===== config.mk =====
export PLATFORM = sky130hd
export DESIGN_NAME = gregorian_date_add_days_flat
export DESIGN_NICKNAME = d
export VERILOG_FILES = /design/src/gda_pkg.sv /design/src/gda_if.sv /design/src/gda_alu.sv /design/src/gregorian_date_add_days.sv /design/src/flat_wrapper.sv
export VERILOG_INCLUDE_DIRS = /design/src /design/src/src
export SDC_FILE = /design/constraint.sdc
export NUM_CORES = 1
export LEC_CHECK = 0
export BUFFER_PORTS_ARGS = -buffer_cell sky130_fd_sc_hd__buf_4
export CORE_MARGIN = 4
export CORE_UTILIZATION = 30
export CTS_BUF_LIST = sky130_fd_sc_hd__clkbuf_16
export DETAILED_ROUTE_END_ITERATION = 10
export GPL_ROUTABILITY_DRIVEN = 0
export PLACE_DENSITY_LB_ADDON = 0.05
export RECOVER_POWER = 100
export SYNTH_ARGS = -nofsm -noshare
export SYNTH_HDL_FRONTEND = slang
export SYNTH_SLANG_ARGS = --single-unit

===== constraint.sdc =====
create_clock -name i_clk -period 7.4 [get_ports i_clk]
set_clock_uncertainty 0.2 [all_clocks]
set_input_delay 0.37 -clock i_clk [delete_from_list [all_inputs] [get_ports i_clk]]
set_output_delay 0.37 -clock i_clk [all_outputs]
set_load 0.02 [all_outputs]

===== src/assert_macros.svh =====
// Assertion macros for the RTL files of the date adder.
// No dependencies; included by the files that carry assertions.
`ifndef ASSERT_MACROS_SVH
`define ASSERT_MACROS_SVH

// Same-cycle implication, checked outside reset.
`define GDA_ASSERT_IMP(lbl, clk, rst_n, ante, cons, msg) \
    lbl: assert property (@(posedge clk) disable iff (!(rst_n)) (ante) |-> (cons)) \
        else $error(msg);

// Next-cycle implication, checked outside reset.
`define GDA_ASSERT_NXT(lbl, clk, rst_n, ante, cons, msg) \
    lbl: assert property (@(posedge clk) disable iff (!(rst_n)) (ante) |=> (cons)) \
        else $error(msg);

`endif


===== src/gda_pkg.sv =====
// Package of the Gregorian date adder: widths, calendar constants, types and helpers.
// No dependencies; used by the interfaces, the arithmetic unit and the top level.
package gda_pkg;

    // Field widths.
    localparam int ADD_WIDTH   = 16;
    localparam int DAY_W       = 5;
    localparam int MONTH_W     = 4;
    localparam int YEAR_W      = 14;

    // The running day count must hold a full year, a day and the added count.
    localparam int REM_W       = ADD_WIDTH + 2;
    localparam int CYC_W       = 18;
    localparam int ALU_W       = (REM_W > CYC_W) ? REM_W : CYC_W;

    // Calendar constants.
    localparam int unsigned DAYS_PER_CYCLE  = 146097;
    localparam int unsigned YEARS_PER_CYCLE = 400;
    localparam int unsigned LEAP_FEB_LEN    = 29;
    localparam int unsigned MONTHS_PER_YEAR = 12;
    localparam int unsigned DAYS_LEAP_YEAR  = 366;
    localparam int unsigned DAYS_YEAR       = 365;

    localparam logic [DAY_W-1:0] MONTH_LEN [MONTHS_PER_YEAR] =
        '{5'd31, 5'd28, 5'd31, 5'd30, 5'd31, 5'd30,
          5'd31, 5'd31, 5'd30, 5'd31, 5'd30, 5'd31};

    localparam logic [MONTH_W-1:0] FEBRUARY = MONTH_W'(2);

    // Sequencer states.
    typedef enum logic [2:0] {
        S_IDLE,
        S_YMOD,
        S_MSUM,
        S_CYC,
        S_YEAR,
        S_MON
    } t_state;

    // Result of the shared add/subtract/compare unit.
    typedef struct packed {
        logic [ALU_W-1:0] res;
        logic             gt;
        logic             ge;
    } t_alu_out;

    // Leap test on a year already reduced modulo 400.
    function automatic logic f_is_leap(input logic [YEAR_W-1:0] ymod);
        logic century;
        century = (ymod == YEAR_W'(100)) || (ymod == YEAR_W'(200)) ||
                  (ymod == YEAR_W'(300));
        return (ymod == '0) || ((ymod[1:0] == 2'b00) && !century);
    endfunction

    // Length of a month; months outside January..December have length zero.
    function automatic logic [DAY_W-1:0] f_month_len(input logic [MONTH_W-1:0] m,
                                                     input logic             leap);
        logic [MONTH_W-1:0] idx;
        idx = m - MONTH_W'(1);
        if ((m == '0) || (m > MONTH_W'(MONTHS_PER_YEAR))) begin
            return '0;
        end else if ((m == FEBRUARY) && leap) begin
            return DAY_W'(LEAP_FEB_LEN);
        end else begin
            return MONTH_LEN[idx];
        end
    endfunction

endpackage


===== src/gda_if.sv =====
// Request and response channel interfaces of the Gregorian date adder.
// Depends on gda_pkg for the field widths.
interface gda_req_if;
    logic                              valid;
    logic                              ready;
    logic [gda_pkg::DAY_W-1:0]         start_day;
    logic [gda_pkg::MONTH_W-1:0]       start_month;
    logic [gda_pkg::YEAR_W-1:0]        start_year;
    logic [gda_pkg::ADD_WIDTH-1:0]     days_to_add;

    modport source (output valid, start_day, start_month, start_year, days_to_add,
                    input ready);
    modport sink   (input valid, start_day, start_month, start_year, days_to_add,
                    output ready);
endinterface

interface gda_rsp_if;
    logic                              valid;
    logic                              ready;
    logic [gda_pkg::DAY_W-1:0]         result_day;
    logic [gda_pkg::MONTH_W-1:0]       result_month;
    logic [gda_pkg::YEAR_W-1:0]        result_year;

    modport source (output valid, result_day, result_month, result_year,
                    input ready);
    modport sink   (input valid, result_day, result_month, result_year,
                    output ready);
endinterface


===== src/gda_alu.sv =====
// Shared add/subtract/compare unit of the Gregorian date adder.
// Depends on gda_pkg for the operand width and the result struct.
module gda_alu (
    input  logic [gda_pkg::ALU_W-1:0] i_a,
    input  logic [gda_pkg::ALU_W-1:0] i_b,
    input  logic                      i_sub,
    output gda_pkg::t_alu_out         o_out
);

    // One adder serves both directions; the compares use the same operands.
    always_comb begin
        o_out.res = i_sub ? (i_a - i_b) : (i_a + i_b);
        o_out.gt  = (i_a > i_b);
        o_out.ge  = (i_a >= i_b);
    end

endmodule


===== src/gregorian_date_add_days.sv =====
// Top level of the Gregorian date adder: sequencer, registers and output stage.
// Depends on gda_pkg, gda_if.sv, gda_alu and assert_macros.svh.
//
// Adds a day count to a Gregorian date and returns the resulting date; the day
// field is an unchecked offset that carries into later months. One request is
// worked on at a time, and i_req.ready is low while it is in progress. The day
// arithmetic and the modulo-400 reduction use the shared add/subtract/compare
// unit, one step per cycle: the year is reduced modulo 400, the earlier months
// are summed, whole 400-year cycles are skipped, whole years are walked one per
// cycle, and finally months one per cycle (at most 12), after which the result
// waits until the output register is free. The year walk dominates the run time.
// A finished response waits in an output register, so a new request is taken
// while it is still pending.
`include "assert_macros.svh"

module gregorian_date_add_days (
    input  logic       i_clk,
    input  logic       i_rst_n,
    gda_req_if.sink    i_req,
    gda_rsp_if.source  o_rsp
);

    gda_pkg::t_state                  r_state,      n_state;
    logic [gda_pkg::ALU_W-1:0]        r_rem,        n_rem;
    logic [gda_pkg::YEAR_W-1:0]       r_year,       n_year;
    logic [gda_pkg::YEAR_W-1:0]       r_ymod,       n_ymod;
    logic [gda_pkg::MONTH_W-1:0]      r_month_in,   n_month_in;
    logic [gda_pkg::MONTH_W-1:0]      r_m,          n_m;
    logic                             r_out_valid,  n_out_valid;
    logic [gda_pkg::DAY_W-1:0]        r_out_day,    n_out_day;
    logic [gda_pkg::MONTH_W-1:0]      r_out_month,  n_out_month;
    logic [gda_pkg::YEAR_W-1:0]       r_out_year,   n_out_year;

    logic [gda_pkg::ALU_W-1:0]        alu_a;
    logic [gda_pkg::ALU_W-1:0]        alu_b;
    logic                             alu_sub;
    gda_pkg::t_alu_out                alu_out;
    logic                             leap;

    gda_alu u_alu (
        .i_a   (alu_a),
        .i_b   (alu_b),
        .i_sub (alu_sub),
        .o_out (alu_out)
    );

    // Leap flag of the year currently being walked.
    assign leap = gda_pkg::f_is_leap(r_ymod);

    // Handshake and response payload.
    assign i_req.ready        = (r_state == gda_pkg::S_IDLE);
    assign o_rsp.valid        = r_out_valid;
    assign o_rsp.result_day   = r_out_day;
    assign o_rsp.result_month = r_out_month;
    assign o_rsp.result_year  = r_out_year;

    // Control registers.
    always_ff @(posedge i_clk) begin
        if (!i_rst_n) begin
            r_state     <= gda_pkg::S_IDLE;
            r_out_valid <= 1'b0;
        end else begin
            r_state     <= n_state;
            r_out_valid <= n_out_valid;
        end
    end

    // Working and payload registers.
    always_ff @(posedge i_clk) begin
        r_rem       <= n_rem;
        r_year      <= n_year;
        r_ymod      <= n_ymod;
        r_month_in  <= n_month_in;
        r_m         <= n_m;
        r_out_day   <= n_out_day;
        r_out_month <= n_out_month;
        r_out_year  <= n_out_year;
    end

    // Sequencer: each state issues one operation to the shared unit.
    always_comb begin
        n_state     = r_state;
        n_rem       = r_rem;
        n_year      = r_year;
        n_ymod      = r_ymod;
        n_month_in  = r_month_in;
        n_m         = r_m;
        n_out_valid = r_out_valid;
        n_out_day   = r_out_day;
        n_out_month = r_out_month;
        n_out_year  = r_out_year;
        alu_a       = r_rem;
        alu_b       = '0;
        alu_sub     = 1'b1;

        // The pending response leaves when the sink takes it.
        if (r_out_valid && o_rsp.ready) begin
            n_out_valid = 1'b0;
        end

        unique case (r_state)
            gda_pkg::S_IDLE: begin
                // Start with day plus added count; the earlier months follow.
                alu_a   = gda_pkg::ALU_W'(i_req.start_day);
                alu_b   = gda_pkg::ALU_W'(i_req.days_to_add);
                alu_sub = 1'b0;
                if (i_req.valid) begin
                    n_rem      = alu_out.res;
                    n_year     = i_req.start_year;
                    n_ymod     = i_req.start_year;
                    n_month_in = i_req.start_month;
                    n_state    = gda_pkg::S_YMOD;
                end
            end
            gda_pkg::S_YMOD: begin
                // Reduce the year modulo 400 by repeated subtraction.
                alu_a = gda_pkg::ALU_W'(r_ymod);
                alu_b = gda_pkg::ALU_W'(gda_pkg::YEARS_PER_CYCLE);
                if (alu_out.ge) begin
                    n_ymod = alu_out.res[gda_pkg::YEAR_W-1:0];
                end else begin
                    n_m     = gda_pkg::MONTH_W'(1);
                    n_state = gda_pkg::S_MSUM;
                end
            end
            gda_pkg::S_MSUM: begin
                // Add the lengths of the months before the start month.
                alu_b   = gda_pkg::ALU_W'(gda_pkg::f_month_len(r_m, leap));
                alu_sub = 1'b0;
                if (r_m < r_month_in) begin
                    n_rem = alu_out.res;
                    n_m   = r_m + gda_pkg::MONTH_W'(1);
                end else begin
                    n_state = gda_pkg::S_CYC;
                end
            end
            gda_pkg::S_CYC: begin
                // Skip whole 400-year cycles.
                alu_b = gda_pkg::ALU_W'(gda_pkg::DAYS_PER_CYCLE);
                if (alu_out.gt) begin
                    n_rem  = alu_out.res;
                    n_year = r_year + gda_pkg::YEAR_W'(gda_pkg::YEARS_PER_CYCLE);
                end else begin
                    n_state = gda_pkg::S_YEAR;
                end
            end
            gda_pkg::S_YEAR: begin
                // Walk whole years, keeping the year modulo 400 in step.
                alu_b = leap ? gda_pkg::ALU_W'(gda_pkg::DAYS_LEAP_YEAR)
                             : gda_pkg::ALU_W'(gda_pkg::DAYS_YEAR);
                if (alu_out.gt) begin
                    n_rem  = alu_out.res;
                    n_year = r_year + gda_pkg::YEAR_W'(1);
                    if (r_ymod == gda_pkg::YEAR_W'(gda_pkg::YEARS_PER_CYCLE - 1)) begin
                        n_ymod = '0;
                    end else begin
                        n_ymod = r_ymod + gda_pkg::YEAR_W'(1);
                    end
                end else begin
                    n_m     = gda_pkg::MONTH_W'(1);
                    n_state = gda_pkg::S_MON;
                end
            end
            gda_pkg::S_MON: begin
                // Walk months until the remainder fits, December taking the rest, then load the free output register.
                alu_b = gda_pkg::ALU_W'(gda_pkg::f_month_len(r_m, leap));
                if (alu_out.gt && (r_m < gda_pkg::MONTH_W'(gda_pkg::MONTHS_PER_YEAR))) begin
                    n_rem = alu_out.res;
                    n_m   = r_m + gda_pkg::MONTH_W'(1);
                end else if (!r_out_valid || o_rsp.ready) begin
                    n_out_valid = 1'b1;
                    n_out_day   = r_rem[gda_pkg::DAY_W-1:0];
                    n_out_month = r_m;
                    n_out_year  = r_year;
                    n_state     = gda_pkg::S_IDLE;
                end
            end
            default: begin
                n_state = gda_pkg::S_IDLE;
            end
        endcase
    end

    // An accepted request always starts with the modulo-400 reduction.
    `GDA_ASSERT_NXT(a_accept_to_ymod, i_clk, i_rst_n, i_req.valid && i_req.ready, r_state == gda_pkg::S_YMOD, "accepted request did not start the year reduction")

    // During and after the year walk, the year modulo 400 stays fully reduced.
    `GDA_ASSERT_IMP(a_ymod_reduced, i_clk, i_rst_n, (r_state == gda_pkg::S_YEAR) || (r_state == gda_pkg::S_MON), r_ymod < gda_pkg::YEAR_W'(gda_pkg::YEARS_PER_CYCLE), "year modulo 400 out of range")

    // The month walk runs within January..December on at most one year of days.
    `GDA_ASSERT_IMP(a_month_walk, i_clk, i_rst_n, r_state == gda_pkg::S_MON, (r_m >= gda_pkg::MONTH_W'(1)) && (r_m <= gda_pkg::MONTH_W'(gda_pkg::MONTHS_PER_YEAR)) && (r_rem <= gda_pkg::ALU_W'(gda_pkg::DAYS_LEAP_YEAR)), "month walk out of range")

endmodule


===== src/flat_wrapper.sv =====
// flat-port wrapper written by rule: the top's interface ports become plain ports
module gregorian_date_add_days_flat 
  (i_clk, i_rst_n, i_req_valid, i_req_start_day, i_req_start_month, i_req_start_year, i_req_days_to_add, i_req_ready, o_rsp_valid, o_rsp_result_day, o_rsp_result_month, o_rsp_result_year, o_rsp_ready);
  gda_req_if i_req_i ();
  gda_rsp_if o_rsp_i ();
  input  logic i_clk;
  input  logic i_rst_n;
  input wire logic [$bits(i_req_i.valid)-1:0] i_req_valid;
  input wire logic [$bits(i_req_i.start_day)-1:0] i_req_start_day;
  input wire logic [$bits(i_req_i.start_month)-1:0] i_req_start_month;
  input wire logic [$bits(i_req_i.start_year)-1:0] i_req_start_year;
  input wire logic [$bits(i_req_i.days_to_add)-1:0] i_req_days_to_add;
  output wire logic [$bits(i_req_i.ready)-1:0] i_req_ready;
  output wire logic [$bits(o_rsp_i.valid)-1:0] o_rsp_valid;
  output wire logic [$bits(o_rsp_i.result_day)-1:0] o_rsp_result_day;
  output wire logic [$bits(o_rsp_i.result_month)-1:0] o_rsp_result_month;
  output wire logic [$bits(o_rsp_i.result_year)-1:0] o_rsp_result_year;
  input wire logic [$bits(o_rsp_i.ready)-1:0] o_rsp_ready;
  assign i_req_i.valid = i_req_valid;
  assign i_req_i.start_day = i_req_start_day;
  assign i_req_i.start_month = i_req_start_month;
  assign i_req_i.start_year = i_req_start_year;
  assign i_req_i.days_to_add = i_req_days_to_add;
  assign i_req_ready = i_req_i.ready;
  assign o_rsp_valid = o_rsp_i.valid;
  assign o_rsp_result_day = o_rsp_i.result_day;
  assign o_rsp_result_month = o_rsp_i.result_month;
  assign o_rsp_result_year = o_rsp_i.result_year;
  assign o_rsp_i.ready = o_rsp_ready;
  gregorian_date_add_days u_core (.i_clk(i_clk), .i_rst_n(i_rst_n), .i_req(i_req_i), .o_rsp(o_rsp_i));
endmodule

==> metrics.md, run 1 <==
| Metric | Value |
|---|---|
| Setup ws final | 1.37 ns |
| Crit start category | register |
| Die Y | 153 microns |
| CP Cell Sequence | or2_0, nor2_1, nand2_1, o21ai_0, a31oi_1, fa_1, a21oi_1, o21ai_0, a21o_4, a22oi_2, a21oi_1, nand2_1, o21ai_0, clkbuf_1 |
| Clock Sinks | 81 |
| Peak supply drop | 0.197 mV |
| YS warnings | 0 |
| CTS root buf | clkbuf_16 |
| Post-synth top area cell | edfxtp_1 |
| GRT overflow | 0 |
| Total global-route track usage | 16.4% |
| CP max stage cell | or2_0 |
| Initial Util | 30.8% |
| Drt total wl | 19200 microns |
| CTS tree | built |
| Sequential Power Share | 25.2% |
| Area of the core | 20400 sq um |
| XOR/XNOR share of the synthesized area | 6.12% |
| Status | finished, violations left |
| Synth Cell Area | 6300 sq um |
| Layout Area Growth over Synthesis | 15.2% |
| WP data required | 7.18 ns |
| Pwr Density | 533 nW/um^2 |
| Reg-to-reg startpoint | u_core.r_state[2]$_SDFFE_PN0P_ |
| Pre-antenna DRT Iters | 5 |
| Largest net degree at the start of global routing | 31 |
| Post-DP HPWL | 14800 microns |
| CP Capture Type | register |
| Final instance area | 7250 sq um |
| Post-Synth Adder-Cell Area | 9.18% |
| R2r endpoint | u_core.r_year[11]$_DFFE_PP_ |
| Switch share | 48.6% |
| Mux cell area share after synthesis | 1.13% |
| Fill count | 2198 |
| Final hold vios | 0 |
| Setup total negative slack | 0 ns |
| Remaining DRCs | 0 |
| Worst-Margin Slew | 1.53 ns |
| Setup-failing EPs final | 0 |
| Top cell type's share of synthesized area | 36.7% |
| Vias per std cell | 5.23 |
| Placed instance area | 7070 sq um |
| Simple-gate share of the synthesized area | 18.4% |
| Initial drt markers | 335 |
| WL/cell | 18.6 microns |
| Chip width | 153 microns |
| Clk buf depth | 2 |
| Max cap viols | 1 |
| Met1 WL | 9390 microns |
| Crit path from | u_core.r_state[2]$_SDFFE_PN0P_ |
| Async set-reset flop share out of synthesis | 0% |
| Worst rel slew slack | -2.07% |
| Post-Syn Instances | 698 |
| DR WL met2 | 8550 microns |
| Most used cell, CP | o21ai_0 |
| Top Ports | 68 |
| Global-route wire length before repair | 30400 microns |
| Met3 wire len | 821 microns |
| Compound-Gate Fraction of Synth Area | 21.9% |
| Clock share of power | 12.3% |
| Clock-pin slew on the worst setup and hold paths | 0.07 ns |
| Synth area leaders | edfxtp_1, ha_1, nand2_1 |
| Pint | 1.99 mW |
| Combinational power share | 62.5% |
| Vias | 5384 |
| Die area | 23400 sq um |
| Violated checks | capacitance limit, slew limit |
| Post-synthesis cell type count | 83 |
| Reg2Reg Depth | 14 |
| Average cell area after synthesis | 9.02 sq um |
| Sw Pwr | 1.88 mW |
| Flop2flop setup slack | 1.37 ns |
| Tcrit/Tclk final | 81.5% |
| Fmax | 166 MHz |
| Worst-Skew Late Latency | 0.35 ns |
| Port Buf Inserts | 67 |
| Ratio of cells with drive above 1 in the final layout | 10.9% |
| Final ANT Viol Nets | 0 |
| Initial antenna violation count | 0 |
| Crit Path Class | reg2reg |
| Leak | 2.96 nW |
| Post-synth EDFFs | 77 |
| Crit path largest cell delay | 1.15 ns |
| Synth Flop Type | edfxtp_1 |
| Row count | 52 |
| DR top layer | met4 |
| Crit Path Max Fanout | 22 |
| Main combinational cell family by area after synthesis | compound AO/OA/AOI/OAI gates |
| TritonCTS Buffers | 9 |
| Postcts setup bufs | 0 |
| Place WS | 2.16 ns |
| # H-tree levels | 3 |
| Worst endpoint data arrival time | 5.81 ns |
| Syn nets | 786 |
| Hold crit path type | in2reg |
| Vias in the first global route | 5386 |
| CP endpoint | u_core.r_year[11]$_DFFE_PP_ |
| Tmin final | 6.03 ns |
| Diode count | 0 |
| Post-synthesis sequential area ratio | 38.0% |
| Unrepaired setup endpoints after global routing | no |
| Nets | 843 |
| Max Slew Vio Count | 31 |
| #FFs+latches synth | 81 |
[critical path, delay by kind of cell (launching register included)]
kind	cells	cell delay, ns
AOI/OAI and AO/OA	8	1.66
and+or+nand+nor	4	2.25
adders and majority gates	1	0.28
DFF	1	0.67
buffers and inverters	1	0.59
[kinds of logic after synthesis]
kind of cell / after synthesis
xor+xnor: 44
simple gates: 244
buf+inv: 83
compound gates: 194
mux: 7
flops: 81
fa+ha+maj: 45
[cell usage after synthesis, types with 7 or more instances]
| cell | number |
|---|---|
| nand3_1 | 28 |
| clkbuf_1 | 25 |
| nor3_1 | 10 |
| xor2_1 | 11 |
| edfxtp_1 | 77 |
| a221o_1 | 7 |
| a22oi_1 | 8 |
| xnor2_1 | 33 |
| o221ai_1 | 9 |
| a21oi_1 | 47 |
| nor2b_1 | 14 |
| o22ai_1 | 7 |
| ha_1 | 43 |
| a21o_1 | 13 |
| and2_1 | 8 |
| nand4_1 | 8 |
| and3_1 | 7 |
| inv_1 | 43 |
| nand2_1 | 91 |
| o21ai_0 | 36 |
| nor2_1 | 51 |
[registers in the layout (all words and copies together) (netlist names)]
register,flops
u_core.o_rsp.result_day,5
u_core.o_rsp.result_month,4
u_core.o_rsp.result_year,14
u_core.o_rsp.valid,1
u_core.r_m,4
u_core.r_month_in,4
u_core.r_rem,18
u_core.r_state,3
u_core.r_year,14
u_core.r_ymod,14
[layout by cell type, fill, tap and decap left out, types with 7 or more instances in the layout]
master	Yosys	routed
nand2_1	91	91
edfxtp_1	77	77
nor2_1	51	51
a21oi_1	47	49
buf_4	1	48
inv_1	43	43
ha_1	43	43
o21ai_0	36	38
xnor2_1	33	33
nand3_1	28	28
clkbuf_1	25	26
nor2b_1	14	14
a21o_1	13	13
nor3_1	10	11
xor2_1	11	11
o221ai_1	9	9
clkbuf_16	0	9
nand4_1	8	8
a22oi_1	8	8
and3_1	7	7
a221o_1	7	7
o22ai_1	7	7
[power groups by stage]
stage	logic [mW]	registers (mW)	clock network [mW]
global placement	2.49	0.978	0
floorplan	1.93	0.882	0
CTS	2.51	0.972	0.492
finish	2.42	0.974	0.476
global route	2.69	1.00	0.505
detailed placement	2.49	0.981	0
[layer usage]
metal,global-route usage (%),vias to the layer above
met5,0,-
met4,5.09,0
met3,2.69,22
met2,25.1,140
met1,23.6,2571
li1,-,2651
[what timing repair did]
action                                 4_1_cts  5_1_grt
hold buffers                                 4        0
resized for setup                            0        0
endpoints found under the hold margin        4        0
[how the worst min path moves through the flow]
stage	from	to	slack, ns	cells after the start
floorplan	u_core.r_year[9]$_DFFE_PP_	u_core.o_rsp.result_year[9]$_DFFE_PP_	0.22	0
global placement	u_core.r_rem[0]$_DFFE_PP_	u_core.o_rsp.result_day[0]$_DFFE_PP_	0.23	0
detailed placement	u_core.r_rem[2]$_DFFE_PP_	u_core.o_rsp.result_day[2]$_DFFE_PP_	0.24	0
CTS	i_req_start_year[12]	u_core.r_year[12]$_DFFE_PP_	0.09	3
global route	i_req_start_year[10]	u_core.r_year[10]$_DFFE_PP_	0.11	2
finish	i_rst_n	u_core.o_rsp.valid$_SDFF_PN0_	0.09	2
[layout make-up]
type                            count  area (sq um)  share of cell area [%]
Multi-Input combinational cell    534          3520                    48.5
Sequential cell                    81          2390                    33.0
Timing Repair Buffer               82           528                    7.28
Tap cell                          270           338                    4.66
Clock buffer                        9           225                    3.11
Inverter                           47           176                    2.43
Clock inverter                      7          76.3                    1.05
[through the flow]
stage | util, % | instances | hold WS [ns] | power, mW
floorplan | - | 698 | 0.224 | 2.81
global placement | 34.6 | 1010 | 0.230 | 3.47
detailed placement | 34.6 | 1010 | 0.236 | 3.47
CTS | 36.3 | 1030 | 0.0867 | 3.97
global route | 35.5 | 1030 | 0.110 | 4.20
finish | 35.5 | 1030 | 0.0924 | 3.87
Power figures use the tool's default switching activity.
==> inputs of run 2 (changes only) <==
ABC_AREA = 1   (was unset)
clock period = 4.95 ns   (was 7.4 ns; I/O delays follow)
==> run 2 against run 1 <==
Against the previous run:
- the flow now finishes without violations
- cell count rose by 16%
- hold slack got worse by 0.076 ns
- via count grew 11%
- critical path type unchanged
==> metrics.md, run 2 <==
| Metric | Value |
|---|---|
| Max cap viols | 0 (was 1) |
| Max Slew Vio Count | 0 (was 31) |
| Die Y | 154 microns (was 153 microns) |
| CTS tree | built (unchanged) |
| Synth area leaders | edfxtp_1, nand2_1, ha_1 (was edfxtp_1, ha_1, nand2_1) |
| Crit Path Class | reg2reg (unchanged) |
| Fill count | 2291 (was 2198) |
| Synth Cell Area | 6370 sq um (was 6300 sq um) |
| # H-tree levels | 3 (unchanged) |
| TritonCTS Buffers | 9 (unchanged) |
| Compound-Gate Fraction of Synth Area | 15.0% (was 21.9%) |
| Post-synthesis sequential area ratio | 37.6% (was 38.0%) |
| Initial drt markers | 426 (was 335) |
| Bufs and invs on worst path | 5 (was 1) |
| Drt total wl | 20800 microns (was 19200 microns) |
| XOR/XNOR share of the synthesized area | 2.89% (was 6.12%) |
| Fmax | 226 MHz (was 166 MHz) |
| Global-route wire length before repair | 32200 microns (was 30400 microns) |
| Worst-Skew Late Latency | 0.35 ns (about the same) |
| Vias per std cell | 5.00 (was 5.23) |
| CP Cell Sequence | nor2_1, inv_2, nor2_4, inv_2, nand2_1, inv_2, o21ai_0, inv_1, ha_1, nand2_1, nor2_1, nand3_1, nand3_1, nand2_1, nand2_1, nand3_1, nand2_1, nand4_1, a21oi_2, clkbuf_4 (was or2_0, nor2_1, nand2_1, o21ai_0, a31oi_1, fa_1, a21oi_1, o21ai_0, a21o_4, a22oi_2, a21oi_1, nand2_1, o21ai_0, clkbuf_1) |
| Die area | 23600 sq um (was 23400 sq um) |
| Main combinational cell family by area after synthesis | simple AND/OR/NAND/NOR gates (was compound AO/OA/AOI/OAI gates) |
| Post-synth EDFFs | 77 (unchanged) |
| Initial Util | 30.4% (was 30.8%) |
| Layout Area Growth over Synthesis | 17.9% (was 15.2%) |
| Remaining DRCs | 0 (unchanged) |
| Async set-reset flop share out of synthesis | 0% (unchanged) |
| Crit path largest cell delay | 0.43 ns (was 1.15 ns) |
| Setup total negative slack | 0 ns (unchanged) |
| Place WS | 0.509 ns (was 2.16 ns) |
| #FFs+latches synth | 81 (unchanged) |
| Hold crit path type | in2reg (unchanged) |
| Initial antenna violation count | 0 (unchanged) |
| Vias | 5997 (was 5384) |
| Status | complete, no violations (was finished, violations left) |
| Syn nets | 931 (was 786) |
| Delay-heaviest family, CP | simple AND/OR/NAND/NOR gates (unchanged) |
| Most used cell, CP | nand2_1 (was o21ai_0) |
| Clock-pin slew on the worst setup and hold paths | 0.07 ns (about the same) |
| Tmin final | 4.42 ns (was 6.03 ns) |
| CP Capture Type | register (unchanged) |
| Area of the core | 21000 sq um (was 20400 sq um) |
| Tcrit/Tclk final | 89.3% (was 81.5%) |
| Mux cell area share after synthesis | 0% (was 1.13%) |
| Setup ws final | 0.528 ns (was 1.37 ns) |
| Port Buf Inserts | 67 (unchanged) |
| Nets | 1007 (was 843) |
| Cell with the most instances after synthesis | nand2_1 (unchanged) |
| Simple-gate share of the synthesized area | 25.5% (was 18.4%) |
| Worst rel slew slack | 48.2% (was -2.07%) |
| Diode count | 0 (unchanged) |
| Top reg by flops | u_core.r_rem (unchanged) |
| Setup-failing EPs final | 0 (unchanged) |
| Total global-route track usage | 17.4% (was 16.4%) |
| Worst endpoint data arrival time | 4.25 ns (was 5.81 ns) |
| Top cell type's share of synthesized area | 36.3% (was 36.7%) |
| Worst-Margin Slew | 0.777 ns (was 1.53 ns) |
| Commonest non-fill, non-tap cells in the layout | nand2_1, inv_1, edfxtp_1 (was nand2_1, edfxtp_1, nor2_1) |
| Most common cell after layout, fill and taps aside | nand2_1 (unchanged) |
| Clock Sinks | 81 (unchanged) |
| WL/cell | 17.4 microns (was 18.6 microns) |
| GRT overflow | 0 (unchanged) |
| Largest net degree at the start of global routing | 25 (was 31) |
| YS warnings | 0 (unchanged) |
| Vias in the first global route | 5773 (was 5386) |
| Pre-antenna DRT Iters | 5 (unchanged) |
| Clk buf depth | 2 (unchanged) |
| Crit Path Max Fanout | 18 (was 22) |
| Row count | 53 (was 52) |
| WP data required | 4.78 ns (was 7.18 ns) |
| Post-Synth Adder-Cell Area | 9.08% (was 9.18%) |
| Post-synth top area cell | edfxtp_1 (unchanged) |
| Final ANT Viol Nets | 0 (unchanged) |
| CTS root buf | clkbuf_16 (unchanged) |
| Average cell area after synthesis | 7.55 sq um (was 9.02 sq um) |
| Ratio of cells with drive above 1 in the final layout | 10.5% (was 10.9%) |
| Synth Flop Type | edfxtp_1 (unchanged) |
| Final hold vios | 0 (unchanged) |
| Post-synthesis cell type count | 48 (was 83) |
| Crit start category | register (unchanged) |
| Top Ports | 68 (unchanged) |
| Post-DP HPWL | 16700 microns (was 14800 microns) |
| Chip width | 154 microns (was 153 microns) |
| Max FFs per register | 18 (unchanged) |
| Unrepaired setup endpoints after global routing | no (unchanged) |
| Post-Syn Instances | 843 (was 698) |
| Top post-synthesis cells by count | nand2_1, inv_1, edfxtp_1, nor2_1, nand3_1 (was nand2_1, edfxtp_1, nor2_1, a21oi_1) |
| CP max stage cell | ha_1 (was or2_0) |
[run 2: cell types whose count changed after synthesis, sizes merged, moves of 8 or more]
cell and change:
nor2 +23, o211ai +10, nor2b -14, xnor2 -30, inv +97, nand3 +44, and2 -9, nand2 +107
and3 -8, o21ai +27, a21o -9, clkbuf -16
[run 2: cell families (layout without fill, tap and decap cells)]
logic type / after synthesis / count (layout)
AND/OR/NAND/NOR: 369 / 369
adder cells (fa/ha/maj): 45 / 45
buffers and inverters: 164 / 245
AO/OA/AOI/OAI: 163 / 163
flip-flops: 81 / 81
XOR/XNOR: 21 / 21
[run 2: layer usage]
| metal | up-vias | GRT usage (%) | routed length (microns) |
|---|---|---|---|
| met4 | 0 | 4.75 | 337 |
| met2 | 191 | 27.7 | 9290 |
| met1 | 2823 | 24.3 | 10000 |
| met3 | 25 | 3.12 | 1180 |
| li1 | 2958 | - | - |
| met5 | - | 0 | 0 |
[run 2: worst paths after layout]
path / to / slack (ns) / depth (start not counted) / from
worst max-delay path: u_core.r_rem[11]$_DFFE_PP_ / 0.53 / 20 / u_core.r_state[0]$_SDFFE_PN0P_
worst min-delay path: u_core.r_year[4]$_DFFE_PP_ / 0.02 / 3 / i_req_start_year[4]
worst max register to register: u_core.r_rem[11]$_DFFE_PP_ / 0.53 / 20 / u_core.r_state[0]$_SDFFE_PN0P_
worst min register to register: u_core.o_rsp.result_year[3]$_DFFE_PP_ / 0.26 / 0 / u_core.r_year[3]$_DFFE_PP_
[run 2: tightest hold or removal path: stages]
cell and delay [ns]:
buf_4 0.10, nand2_1 0.05, o221ai_1 0.06
[run 2: repair_timing]
action | CTS | global route
setup endpoints to repair | 0 | 0
resized for setup | 0 | 0
setup buffers | 0 | 0
hold buffers | 7 | 0
hold endpoints to repair | 9 | 0
[run 2: cell type report]
type	instances	area, sq um	area share [%]
timing repair buffer	87	567	7.55
sequential	81	2390	31.9
inverter	142	533	7.10
tap	275	344	4.58
multi-input combinational	598	3320	44.2
clock inverter	7	126	1.68
clock buffer	9	225	3.00
[run 2: through the flow]
stage          area, sq um  hold slack (ns)  util [%]  cells
3_3_place_gp          7220            0.227      34.5   1176
6_report              7510           0.0161      35.8   1199
2_1_floorplan         6370            0.146         -    843
4_1_cts               7640          0.00293      36.5   1199
3_5_place_dp          7220            0.227      34.5   1176
5_1_grt               7510           0.0158      35.8   1199
Power of run 2 is left out: the tool's default activity adds up to more than one toggle a clock period on the data nets, which glitch-free logic cannot reach.
